--- src/hw/rtl/mst_pkg.sv ---
// Shared types and constants for the dense-matrix minimum spanning tree block.
// Used by mst_cell, mst_adj_mem and prim_mst_dense_matrix; depends on nothing.
package mst_pkg;

  // Default vertex capacity of the block.
  localparam int unsigned MaxVerticesDef = 64;

  // Field widths of the transfer payloads.
  localparam int unsigned WeightW   = 32;
  localparam int unsigned VtxFieldW = 6;
  localparam int unsigned VtxCountW = 7;

  // Vertex count register value after reset.
  localparam logic [VtxCountW-1:0] VtxCountRst = 7'd64;

  // Weight that marks a missing edge.
  localparam logic signed [WeightW-1:0] NoEdge = 32'sh7fff_ffff;

  // Request codes.
  localparam logic ReqLoad = 1'b0;
  localparam logic ReqRun  = 1'b1;

  // Sequencer states.
  typedef enum logic [1:0] {
    StIdle,
    StPass,
    StEmit
  } state_e;

  // Commands broadcast from the sequencer to every cell.
  typedef struct packed {
    logic clear;  // start of a run: drop all visited marks but vertex 0
    logic mark;   // mark the current row vertex as visited
    logic init;   // first pass: load best weights straight from the row
  } cell_ctl_t;

endpackage

--- src/hw/rtl/mst_cell.sv ---
// One vertex cell: holds best weight, parent and visited mark of its vertex,
// relaxes against the streamed row element and passes the running minimum on.
// Depends on mst_pkg.
module mst_cell #(
  parameter int unsigned MaxVertices = mst_pkg::MaxVerticesDef,
  parameter int unsigned Index       = 0,
  localparam int unsigned VW         = $clog2(MaxVertices)
) (
  input  logic                               clk_i,
  input  logic                               rst_ni,
  input  mst_pkg::cell_ctl_t                 ctl_i,
  input  logic                               active_i,
  input  logic [VW-1:0]                      ch_i,
  input  logic signed [mst_pkg::WeightW-1:0] row_w_i,
  input  logic                               tok_vld_i,
  input  logic signed [mst_pkg::WeightW-1:0] tok_w_i,
  input  logic [VW-1:0]                      tok_par_i,
  input  logic [VW-1:0]                      tok_idx_i,
  input  logic                               tok_fnd_i,
  output logic                               tok_vld_o,
  output logic signed [mst_pkg::WeightW-1:0] tok_w_o,
  output logic [VW-1:0]                      tok_par_o,
  output logic [VW-1:0]                      tok_idx_o,
  output logic                               tok_fnd_o
);
  import mst_pkg::*;

  localparam logic [VW-1:0] MyIdx = VW'(Index);

  logic                      visited_q;
  logic signed [WeightW-1:0] best_q;
  logic [VW-1:0]             par_q;
  logic signed [WeightW-1:0] new_w;
  logic [VW-1:0]             new_par;
  logic                      take;
  logic                      tok_vld_q;
  logic signed [WeightW-1:0] tok_w_q;
  logic [VW-1:0]             tok_par_q;
  logic [VW-1:0]             tok_idx_q;
  logic                      tok_fnd_q;

  // Relax this vertex with the row element, then compare with the running minimum.
  always_comb begin
    new_w   = best_q;
    new_par = par_q;
    if (ctl_i.init) begin
      new_w   = row_w_i;
      new_par = ch_i;
    end else if (!visited_q && (best_q > row_w_i)) begin
      new_w   = row_w_i;
      new_par = ch_i;
    end
    take = !visited_q && (new_w < tok_w_i);
  end

  // Visited mark and token valid.
  always_ff @(posedge clk_i or negedge rst_ni) begin
    if (!rst_ni) begin
      visited_q <= 1'b0;
      tok_vld_q <= 1'b0;
    end else begin
      if (ctl_i.clear) begin
        visited_q <= (Index == 0);
      end else if (ctl_i.mark && (ch_i == MyIdx)) begin
        visited_q <= 1'b1;
      end
      tok_vld_q <= tok_vld_i && active_i;
    end
  end

  // Vertex state and token payload.
  always_ff @(posedge clk_i) begin
    if (tok_vld_i && active_i) begin
      best_q <= new_w;
      par_q  <= new_par;
      if (take) begin
        tok_w_q   <= new_w;
        tok_par_q <= new_par;
        tok_idx_q <= MyIdx;
        tok_fnd_q <= 1'b1;
      end else begin
        tok_w_q   <= tok_w_i;
        tok_par_q <= tok_par_i;
        tok_idx_q <= tok_idx_i;
        tok_fnd_q <= tok_fnd_i;
      end
    end
  end

  assign tok_vld_o = tok_vld_q;
  assign tok_w_o   = tok_w_q;
  assign tok_par_o = tok_par_q;
  assign tok_idx_o = tok_idx_q;
  assign tok_fnd_o = tok_fnd_q;

endmodule
--- config.mk ---
export PLATFORM = sky130hd
export DESIGN_NAME = mst_cell
export DESIGN_NICKNAME = d
export VERILOG_FILES = /design/src/hw/rtl/mst_pkg.sv /design/src/hw/rtl/mst_cell.sv
export SDC_FILE = /design/constraint.sdc
export NUM_CORES = 1
export LEC_CHECK = 0
export BUFFER_PORTS_ARGS = -buffer_cell sky130_fd_sc_hd__clkbuf_2
export CORE_UTILIZATION = 50
export DETAILED_ROUTE_END_ITERATION = 12
export PLACE_DENSITY = 0.73
export SYNTH_ARGS = -nofsm -noshare
export SYNTH_HDL_FRONTEND = slang
export SYNTH_SLANG_ARGS = --single-unit
--- constraint.sdc ---
create_clock -name clk_i -period 4.7 [get_ports clk_i]
set_input_delay 0.94 -clock clk_i [delete_from_list [all_inputs] [get_ports clk_i]]
set_output_delay 0.94 -clock clk_i [all_outputs]
set_load 0.03 [all_outputs]
**Word-level counts from Yosys, hierarchy flattened**

Cells that the tools add are included.

- $add $sub $neg: 0
- $mul: 0
- Div/mod/pow operators: 0
- Order comparisons: 2
- Eq/ne operators: 0
- Shift-type cells: 0
- Multiplexer cells: 8
- Bitwise gates (word level): 0
- Reduce and logical (&&, ||, !) cells: 7

Operator list:

| kind | number |
|---|---|
| 32-bit two-way mux | 3 |
| 32-bit > comparator | 1 |
| 32-bit less-than comparator | 1 |
| 6-bit two-way mux | 3 |
| 6-bit zero test | 1 |
| 1-bit logical AND | 4 |
| 1-bit two-way mux | 2 |
| 2-bit nonzero test | 1 |
| 1-bit zero test | 1 |

- Register bits after elaboration: 85
- Latch bits: 0
- Memory bits (writable): 0
- ROM bits: 0
- Input port bits: 90
- Output and inout bits: 46
- Memories: 0

**Depth between registers and ports, before layout**

Gate-level depths: netlist of run 1.

- Word-level depth: 7
- Depth in mapped cells: 22
- Mapped depth without buffers: 18

**Least setup slack after synthesis of run 1**

No wires, ideal clock.

- Kind: input-to-reg
- Start point: input row_w_i[31] (netlist bit)
- End point: register tok_par_q[2], in the netlist tok_par_o[2], data pin
- Arrival: 5319 ps
- Required time: 4440 ps
- Slack: -880 ps
- Stages on the path: 21
- Buffers on the path: 4
- Cell sequence: inv_1 ha_1 buf_4 nand4_4 nor3_1 a211oi_1 nand2_1 or3_1 clkbuf_1 clkbuf_1 nand3_1 nand3_1 ha_1 and4_1 nand4_1 or4_1 o311ai_1 mux2i_1 nor2_4 buf_6 mux2_4

- Cells in the longest elaborated chain, start to end: 7
- Elaborated cells on any way between the ends: 9

RTL lines:

| item | line | text |
|---|---|---|
| start: declaration | mst_cell.sv:14 | `input logic signed [mst_pkg::WeightW-1:0] row_w_i,` |
| 32-bit > comparator | mst_cell.sv:49 | `end else if (!visited_q && (best_q > row_w_i)) begin` |
| 1-bit logical AND | mst_cell.sv:49 |  |
| 32-bit two-way mux | mst_cell.sv:49 |  |
| 32-bit two-way mux | mst_cell.sv:46 | `if (ctl_i.init) begin` |
| net new_w[28] | mst_cell.sv:33 | `logic signed [WeightW-1:0] new_w;` |
| 32-bit less-than comparator | mst_cell.sv:53 | `take = !visited_q && (new_w < tok_w_i);` |
| 1-bit logical AND | mst_cell.sv:53 |  |
| 6-bit two-way mux | mst_cell.sv:76 | `if (take) begin` |
| end signal: assignment | mst_cell.sv:78 | `tok_par_q <= new_par;` |
| end signal: assignment | mst_cell.sv:83 | `tok_par_q <= tok_par_i;` |
| end: declaration | mst_cell.sv:38 | `logic [VW-1:0] tok_par_q;` |

The timed path passes the listed nets, and every way through them passes these cells.
A chain may end at the register's enable or synchronous reset.

**Final worst setup path of run 1**

- Start point: input row_w_i[9] (netlist bit)
- End point: register tok_w_q[17], in the netlist tok_w_o[17], data pin

- Cells in the longest elaborated chain, start to end: 7

RTL lines:

| item | line | text |
|---|---|---|
| 32-bit > comparator | mst_cell.sv:49 |  |
| 1-bit logical AND | mst_cell.sv:49 |  |
| 32-bit two-way mux | mst_cell.sv:49 |  |
| 32-bit two-way mux | mst_cell.sv:46 |  |
| net new_w[26] | mst_cell.sv:33 |  |
| 32-bit less-than comparator | mst_cell.sv:53 |  |
| 1-bit logical AND | mst_cell.sv:53 |  |
| 32-bit two-way mux | mst_cell.sv:76 |  |
| end signal: assignment | mst_cell.sv:77 | `tok_w_q <= new_w;` |
| end signal: assignment | mst_cell.sv:82 | `tok_w_q <= tok_w_i;` |
| end: declaration | mst_cell.sv:37 | `logic signed [WeightW-1:0] tok_w_q;` |

The timed path passes the listed nets, and every way through them passes these cells.

==> flow_summary_export.csv, run 1 <==
group,metric,value,unit
cts,htreeDepth,3,
synthesis,async_flop_share,0.02353,
setup_path,critPathLaunchType,"primary input",
power_and_ir_drop,leakagePower,4.204,nW
die,ios,136,
routing,drt_wl_total,20140,um
grt,grt_use_met3,0.04606,
grt,grt_pass1_vias,5961,
outcome,outcome,"complete, but fails checks",
place,place_congestion,0.8836,
final_layout,fin_area,0.009294,mm2
synthesis,synth-edff-count,83,
final_layout,nets,1010,
routing,first_iter_violations,473,
cts,cts.sinks,85,
synthesis,synth.mux.area_fraction,0.09136,
synthesis,synth-compound-area-share,0.1566,
routing,ant_nets,0,
job,max-cap-violations,0,
final_layout,post-route-util,0.7642,
timing,fin_hold_ws,0.3553,ns
die,fp.dieH,114.4,um
synthesis,ys_types,52,
timing,slew_violations,0,
cts,ctsRootBufferMaster,"clkbuf_16",
grt,top_usage_layer,"met2",
routing,drt_first_pass_iters,6,
synthesis,yosysTopAreaCell,"edfxtp_1",
grt,grt_pass1_wl,29080,um
grt,grt_util_met1,0.3623,
timing,fmax,181.1,MHz
power_and_ir_drop,power.total,0.002338,W
min_path,hold_path.class,"in -> async",
synthesis,yosysSeqAreaShare,0.4027,
die,rows,40,
cts,cts_tree,"done",
timing,setup_slack,-0.8227,ns
setup_path,regToRegEndpoint,"tok_w_o[17]$_DFFE_PP_",
setup_path,cp.required,4.82,ns
setup_path,end_kind,"flop",
synthesis,ys.flop_type,"edfxtp_1",
cts,clk_latency,0.36,ns
final_layout,nFillCells,780,
setup_path,critical_path_class,"in -> reg",
die,start_util,0.5191,
place,port_buffers,135,
synthesis,yosys_warnings,0,
timing,rsz0062_at_grt,"yes",
final_layout,areaGrowthSynthToFinish,47.21,%
timing,slew_headroom,0.2574,
setup_path,r2r_cells,20,
cts,numCtsBuffers,9,
timing,min_period_over_period,1.175,
setup_path,worstReg2RegStart,"best_q[10]$_DFFE_PP_",
grt,grtUsageTotal,0.2908,
grt,overflow,0,
timing,setup-violations-final,45,
timing,hold_viol_final,0,
grt,grtUsageMet2,0.4853,
power_and_ir_drop,vdd_drop_max,0.1643,mV
final_layout,drive_gt1_frac,0.4872,
routing,via_count,6096,
grt,grt_max_degree,85,
synthesis,syn_nets,761,
cts,clockBufferDepth,2,
die,die_w,114.4,um
timing,tns,-34.42,ns
final_layout,n_antenna_cell,0,
synthesis,synth_area,0.006314,mm2
timing,min_period,5.523,ns
setup_path,crit_arrival,5.64,ns
place,post_dp_cell_area,0.008269,mm2
cts,clk_pin_slew,0.07,ns
synthesis,synth-xor-area-share,0,
synthesis,synth_top_family_by_area,"simple AND/OR/NAND/NOR gates",
synthesis,avgSynthCellArea,10.38,um2
timing,worst_pin_slew,1.114,ns
synthesis,yosys-top-cells-area,"edfxtp_1 39%, ha_1 12%, mux2_4 8.1%",
routing,avgViaCountPerCell,5.918,
synthesis,synthAdderAreaFrac,0.1249,
setup_path,cp_max_fo,6,
die,core,0.01216,mm2
routing,wl_per_cell,19.55,um
place,dp_hpwl,13220,um
outcome,violations,"setup timing",
setup_path,rrSetupSlack,-0.58,ns
synthesis,ys_seq_elements,85,
routing,drc,0,
die,die-area,0.01308,mm2
power_and_ir_drop,power_density,251.5,mW/mm2
timing,skew,0.007089,ns
synthesis,yosysTopAreaCellShare,0.3948,
synthesis,synthSimpleGateAreaFrac,0.1585,
grt,antenna_found_initial,0,
synthesis,postSynthCellCount,608,
[per-layer routing]
layer / share of wire / wire (um) / up-vias
met2: 0.48 / 9638 / 349
li1: - / - / 2786
met4: 0.043 / 865 / 0
met1: 0.40 / 8006 / 2892
met5: 0 / 0 / -
met3: 0.081 / 1627 / 69
[worst max path at each step]
stage	start	end	depth (start not counted)
floorplan	row_w_i[1]	tok_par_o[2]$_DFFE_PP_	20
global placement	row_w_i[7]	tok_w_o[12]$_DFFE_PP_	19
detailed placement	row_w_i[7]	tok_w_o[12]$_DFFE_PP_	21
CTS	row_w_i[1]	tok_w_o[30]$_DFFE_PP_	22
global route	row_w_i[9]	tok_w_o[20]$_DFFE_PP_	22
finish	row_w_i[9]	tok_w_o[17]$_DFFE_PP_	22
[critical path, cell delays in order]
cell and delay (ns):
clkbuf_2 0.10, inv_2 0.04, ha_4 0.27, nand4_1 0.21, buf_4 0.22, a2111oi_4 0.39, o31a_1 0.26, buf_6 0.13
nor3_4 0.05, buf_12 0.14, o211ai_1 0.25, nand3_4 0.14, ha_4 0.29, and4_4 0.23, nand4_1 0.11, or4_4 0.55
o211ai_4 0.28, mux2i_4 0.32, nor2_4 0.09, buf_12 0.16, clkbuf_16 0.16, mux2_4 0.29
[Yosys cell counts (2+ instances only)]
cell type,instances
ha_1,63
inv_1,67
clkbuf_1,29
or3_1,2
o21ai_0,10
mux2_2,5
a211oi_1,2
nand4_1,9
nor2b_1,38
and4_1,2
and2_1,9
nand3_1,77
a22oi_1,38
or2_2,2
o211ai_1,39
and3_1,2
o21a_1,2
nor2_1,9
edfxtp_1,83
nor3_1,2
nand2_1,18
a21oi_1,27
a21o_1,6
nand2b_1,2
mux2_4,34
buf_6,4
dfrtp_1,2
[kinds of logic after synthesis]
| logic type | Yosys count |
|---|---|
| simple gates | 179 |
| compound gates | 139 |
| buf+inv | 102 |
| flops | 85 |
| fa+ha+maj | 63 |
| mux | 40 |
[layout make-up]
class / instances / area (um2) / area share
Clock buffer: 9 / 225.2 / 0.02423
Clock inverter: 7 / 52.55 / 0.005654
Timing Repair Buffer: 272 / 2031 / 0.2185
Inverter: 67 / 259.0 / 0.02787
Sequential cell: 85 / 2542 / 0.2736
Multi-Input combinational cell: 422 / 3974 / 0.4276
Tap cell: 168 / 210.2 / 0.02262
[cell usage in the layout (no fill, tap or decap), types with 4 or more instances in the layout]
cell type	netlist	layout
clkbuf_16	0	14
nand4_1	9	9
a22oi_1	38	37
buf_12	0	12
mux2_4	34	34
ha_1	63	36
buf_6	4	9
o211ai_1	39	39
and2_4	0	7
nand2_1	18	17
clkinvlp_4	0	4
mux2_2	5	5
inv_2	0	15
edfxtp_1	83	83
nand3_2	0	9
ha_4	0	27
clkbuf_2	0	128
nor2_1	9	8
a21oi_1	27	24
nor2b_1	38	37
nand3_1	77	66
buf_4	1	112
a21o_1	6	6
inv_1	67	51
o21ai_0	10	7
[metrics by stage]
step	setup slack, ns	std cells
after CTS	-0.6065	1011
after floorplan	-0.3786	608
final	-0.8227	1030
after global placement	-0.9967	984
after global routing	-0.9311	1030
after detailed placement	-1.152	984
[power breakdown]
part	switching [W]	total [W]	internal, W	leakage (nW)
Clock	0.000324	0.000682	0.000359	0.124
Combinational	0.000395	0.000752	0.000357	3.28
Sequential	0.0000210	0.000904	0.000883	0.800
[flip-flops by register name, indices dropped and copies added (netlist names)]
signal and flops:
best_q 32, par_q 6, tok_fnd_o 1, tok_idx_o 6
tok_par_o 6, tok_vld_o 1, tok_w_o 32, visited_q 1
[what timing repair did]
action	in CTS	in global routing
gates resized for setup	6	70
buffers inserted	9	15
pin swaps	6	31
endpoints found under the setup margin	45	45
gates cloned	2	5
hold buffers	0	0
No activity file was read; power rests on OpenSTA's default activity.
==> run 2: changes to the inputs <==
- ABC_AREA: unset -> 1
- CORE_UTILIZATION: 50 -> 49
- PLACE_DENSITY: 0.73 -> 0.74
==> run 2 against run 1 <==
Effect of this change: clock skew is 0.0084 ns higher; sequential share of layout area is 11 points higher; critical endpoint is now tok_idx_o[2]$_SDFFCE_PP0P_; flip-flop and latch count stayed put; setup slack better by 1.2 ns; sequential power is 0.7% lower; largest cell class is now flip-flops and latches; cell count is 14% lower; synthesized area is 15% lower; via count is 26% lower; global-route usage is 6.8 points lower; the run now ends clean; cell area is 30% lower; combinational power is 45% lower.
==> flow_summary_export.csv, run 2 <==
group,metric,value,unit
outcome,outcome,"finished clean",
job,max-cap-violations,0,
final_layout,n_antenna_cell,0,
die,ios,136,
die,rows,37,
synthesis,yosysMostFrequentCell,"nand2_1",
routing,wl_per_cell,13.70,um
setup_path,cp.required,4.83,ns
setup_path,crit_buf_inv,6,
min_path,hold_path.class,"in -> async",
place,place_congestion,0.8292,
timing,fin_hold_ws,0.3432,ns
synthesis,yosysSeqAreaShare,0.4752,
synthesis,avgSynthCellArea,9.146,um2
die,fp.dieH,106.5,um
synthesis,synth.mux.area_fraction,0.01263,
place,dp_hpwl,9446,um
synthesis,ys.flop_type,"edfxtp_1",
power_and_ir_drop,leakagePower,3.290,nW
setup_path,crit_family,"compound AO/OA/AOI/OAI gates",
synthesis,synth_area,0.005350,mm2
grt,grt_max_degree,53,
cts,cts_resized,0,
synthesis,async_flop_share,0.02353,
synthesis,ys_types,29,
synthesis,yosysTopAreaCellShare,0.4659,
synthesis,synthAdderAreaFrac,0.1473,
final_layout,fin_area,0.006548,mm2
routing,avgViaCountPerCell,5.122,
final_layout,layout_commonest_cell,"nand2_1",
place,dpl.cell_count,868,
cts,cts_hold_buf,0,
synthesis,synth_top_family_by_area,"simple AND/OR/NAND/NOR gates",
cts,htreeDepth,3,
routing,drt_wl_total,12110,um
power_and_ir_drop,vdd_drop_max,0.1357,mV
synthesis,syn_nets,738,
routing,ant_nets,0,
final_layout,areaGrowthSynthToFinish,22.38,%
routing,first_iter_violations,191,
place,pre_cts_ws,-0.1543,ns
timing,tns,0,ns
setup_path,critPathLaunchType,"primary input",
setup_path,critical_path_class,"in -> reg",
synthesis,yosysTopAreaCell,"edfxtp_1",
grt,grtUsageTotal,0.2226,
cts,cts_tree,"done",
setup_path,crit_arrival,4.45,ns
place,post_dp_cell_area,0.006340,mm2
grt,overflow,0,
grt,antenna_found_initial,0,
synthesis,yosys-top-cells-area,"edfxtp_1 47%, ha_1 15%, nand2_1 9.8%",
timing,hold_viol_final,0,
setup_path,cp_slowest_stage_delay,0.31,ns
timing,worst_pin_slew,0.8719,ns
die,die_w,106.5,um
synthesis,synth_common_cells,"139 x nand2_1, 85 x inv_1, 83 x edfxtp_1",
die,core,0.01046,mm2
grt,grt_pass1_wl,19770,um
synthesis,postSynthCellCount,585,
synthesis,yosys_warnings,0,
synthesis,synthSimpleGateAreaFrac,0.2042,
routing,via_count,4528,
setup_path,cpMostUsedCell,"nand2_1",
timing,fmax,231.3,MHz
timing,min_period,4.324,ns
setup_path,cp_max_fo,24,
die,die-area,0.01134,mm2
setup_path,critPathSlowestCell,"ha_1",
cts,clk_pin_slew,0.09,ns
grt,grt_pass1_vias,4392,
synthesis,synth-xor-area-share,0,
final_layout,drive_gt1_frac,0.2794,
routing,drc,0,
timing,setup-violations-final,0,
cts,clockBufferDepth,2,
synthesis,synth-edff-count,83,
place,port_buffers,135,
timing,skew,0.01552,ns
die,start_util,0.5114,
timing,slew_headroom,0.4181,
synthesis,ys_seq_elements,85,
timing,slew_violations,0,
setup_path,end_kind,"flop",
cts,ctsRootBufferMaster,"clkbuf_8",
timing,setup_slack,0.3762,ns
routing,drt_first_pass_iters,5,
final_layout,final_cell_mix,"139 x nand2_1, 135 x clkbuf_2, 84 x inv_1, 83 x edfxtp_1, 63 x ha_1",
synthesis,synth-compound-area-share,0.07320,
cts,cts_setup_buffers,0,
final_layout,fin_cells,884,
cts,cts.sinks,85,
power_and_ir_drop,power_density,270.5,mW/mm2
cts,clk_latency,0.36,ns
cts,numCtsBuffers,9,
timing,min_period_over_period,0.9200,
final_layout,nets,896,
run 2: cell count changes after synthesis, moves of 38 or more:
cell,previous run,this run
a22oi_1,38,0
nor2b_1,38,0
nor2_1,9,52
o211ai_1,39,0
nand2_1,18,139
nand3_1,77,4
run 2: power breakdown:
group          switching, W  leakage, nW  internal [W]  total [W]
combinational      0.000259         2.42      0.000157   0.000415
clock              0.000271       0.0723      0.000187   0.000458
sequential        0.0000146        0.797      0.000883   0.000898
run 2: cell type report:
cell class	instances	area [um2]
clock buffers	9	123.9
clock inverters	7	42.54
fillers	926	3915
inverters	86	324.1
multi-input cells	391	2374
flip-flops and latches	85	2542
well taps	136	170.2
repair buffers	170	970.9
run 2: worst register-to-register path, cell delays in order (launching register included):
cell and delay (ns):
edfxtp_1 0.43, ha_1 0.31, a21oi_1 0.15, o21ai_0 0.13, nand2_1 0.08, nand2_1 0.06, a21oi_2 0.13, nand2_1 0.07
nand2_1 0.06, nand3_2 0.07, nand2_2 0.09, buf_12 0.17, buf_6 0.18, nor2_1 0.06, a21oi_2 0.13, ha_1 0.27
a21oi_1 0.17, nor2_1 0.07, a211oi_2 0.16, o221a_2 0.21, nand2_1 0.07, nand2_2 0.07, nand2_1 0.06, nand2_2 0.08
nand3_2 0.14, buf_4 0.21, inv_2 0.10, nor2_1 0.05
run 2: routing by layer:
metal | vias to the layer above | part of all wire | GRT usage
met4 | 0 | 0.019 | 0.08904
li1 | 2302 | - | -
met5 | - | 0 | 0
met3 | 21 | 0.047 | 0.03495
met1 | 2079 | 0.44 | 0.2776
met2 | 126 | 0.50 | 0.3854
run 2: kinds of logic after synthesis:
logic type	count (synthesis)
simple gates	250
buf+inv	109
flops	85
mux	6
fa+ha+maj	63
compound gates	72
run 2: per-stage QoR:
stage | util | total power, W
after global placement | 0.6060 | 0.001311
after global routing | 0.6258 | 0.001862
after floorplan | - | 0.001182
after detailed placement | 0.6060 | 0.001325
final | 0.6258 | 0.001771
after CTS | 0.6219 | 0.001777
run 2: worst paths after layout:
| check | slack (ns) | cells after the start | endpoint | from |
|---|---|---|---|---|
| max | 0.38 | 29 | tok_idx_o[2]$_SDFFCE_PP0P_ | row_w_i[27] |
| min | 0.34 | 1 | tok_vld_o$_DFF_PN0_ | rst_ni |
| max reg2reg | 0.67 | 27 | tok_idx_o[2]$_SDFFCE_PP0P_ | best_q[27]$_DFFE_PP_ |
| min reg2reg | 0.58 | 1 | par_q[3]$_DFFE_PP_ | par_q[3]$_DFFE_PP_ |
| max in group asynchronous | 4.26 | 1 | visited_q$_DFFE_PN0P_ | rst_ni |
| min in group clk_i | 0.58 | 1 | par_q[3]$_DFFE_PP_ | par_q[3]$_DFFE_PP_ |
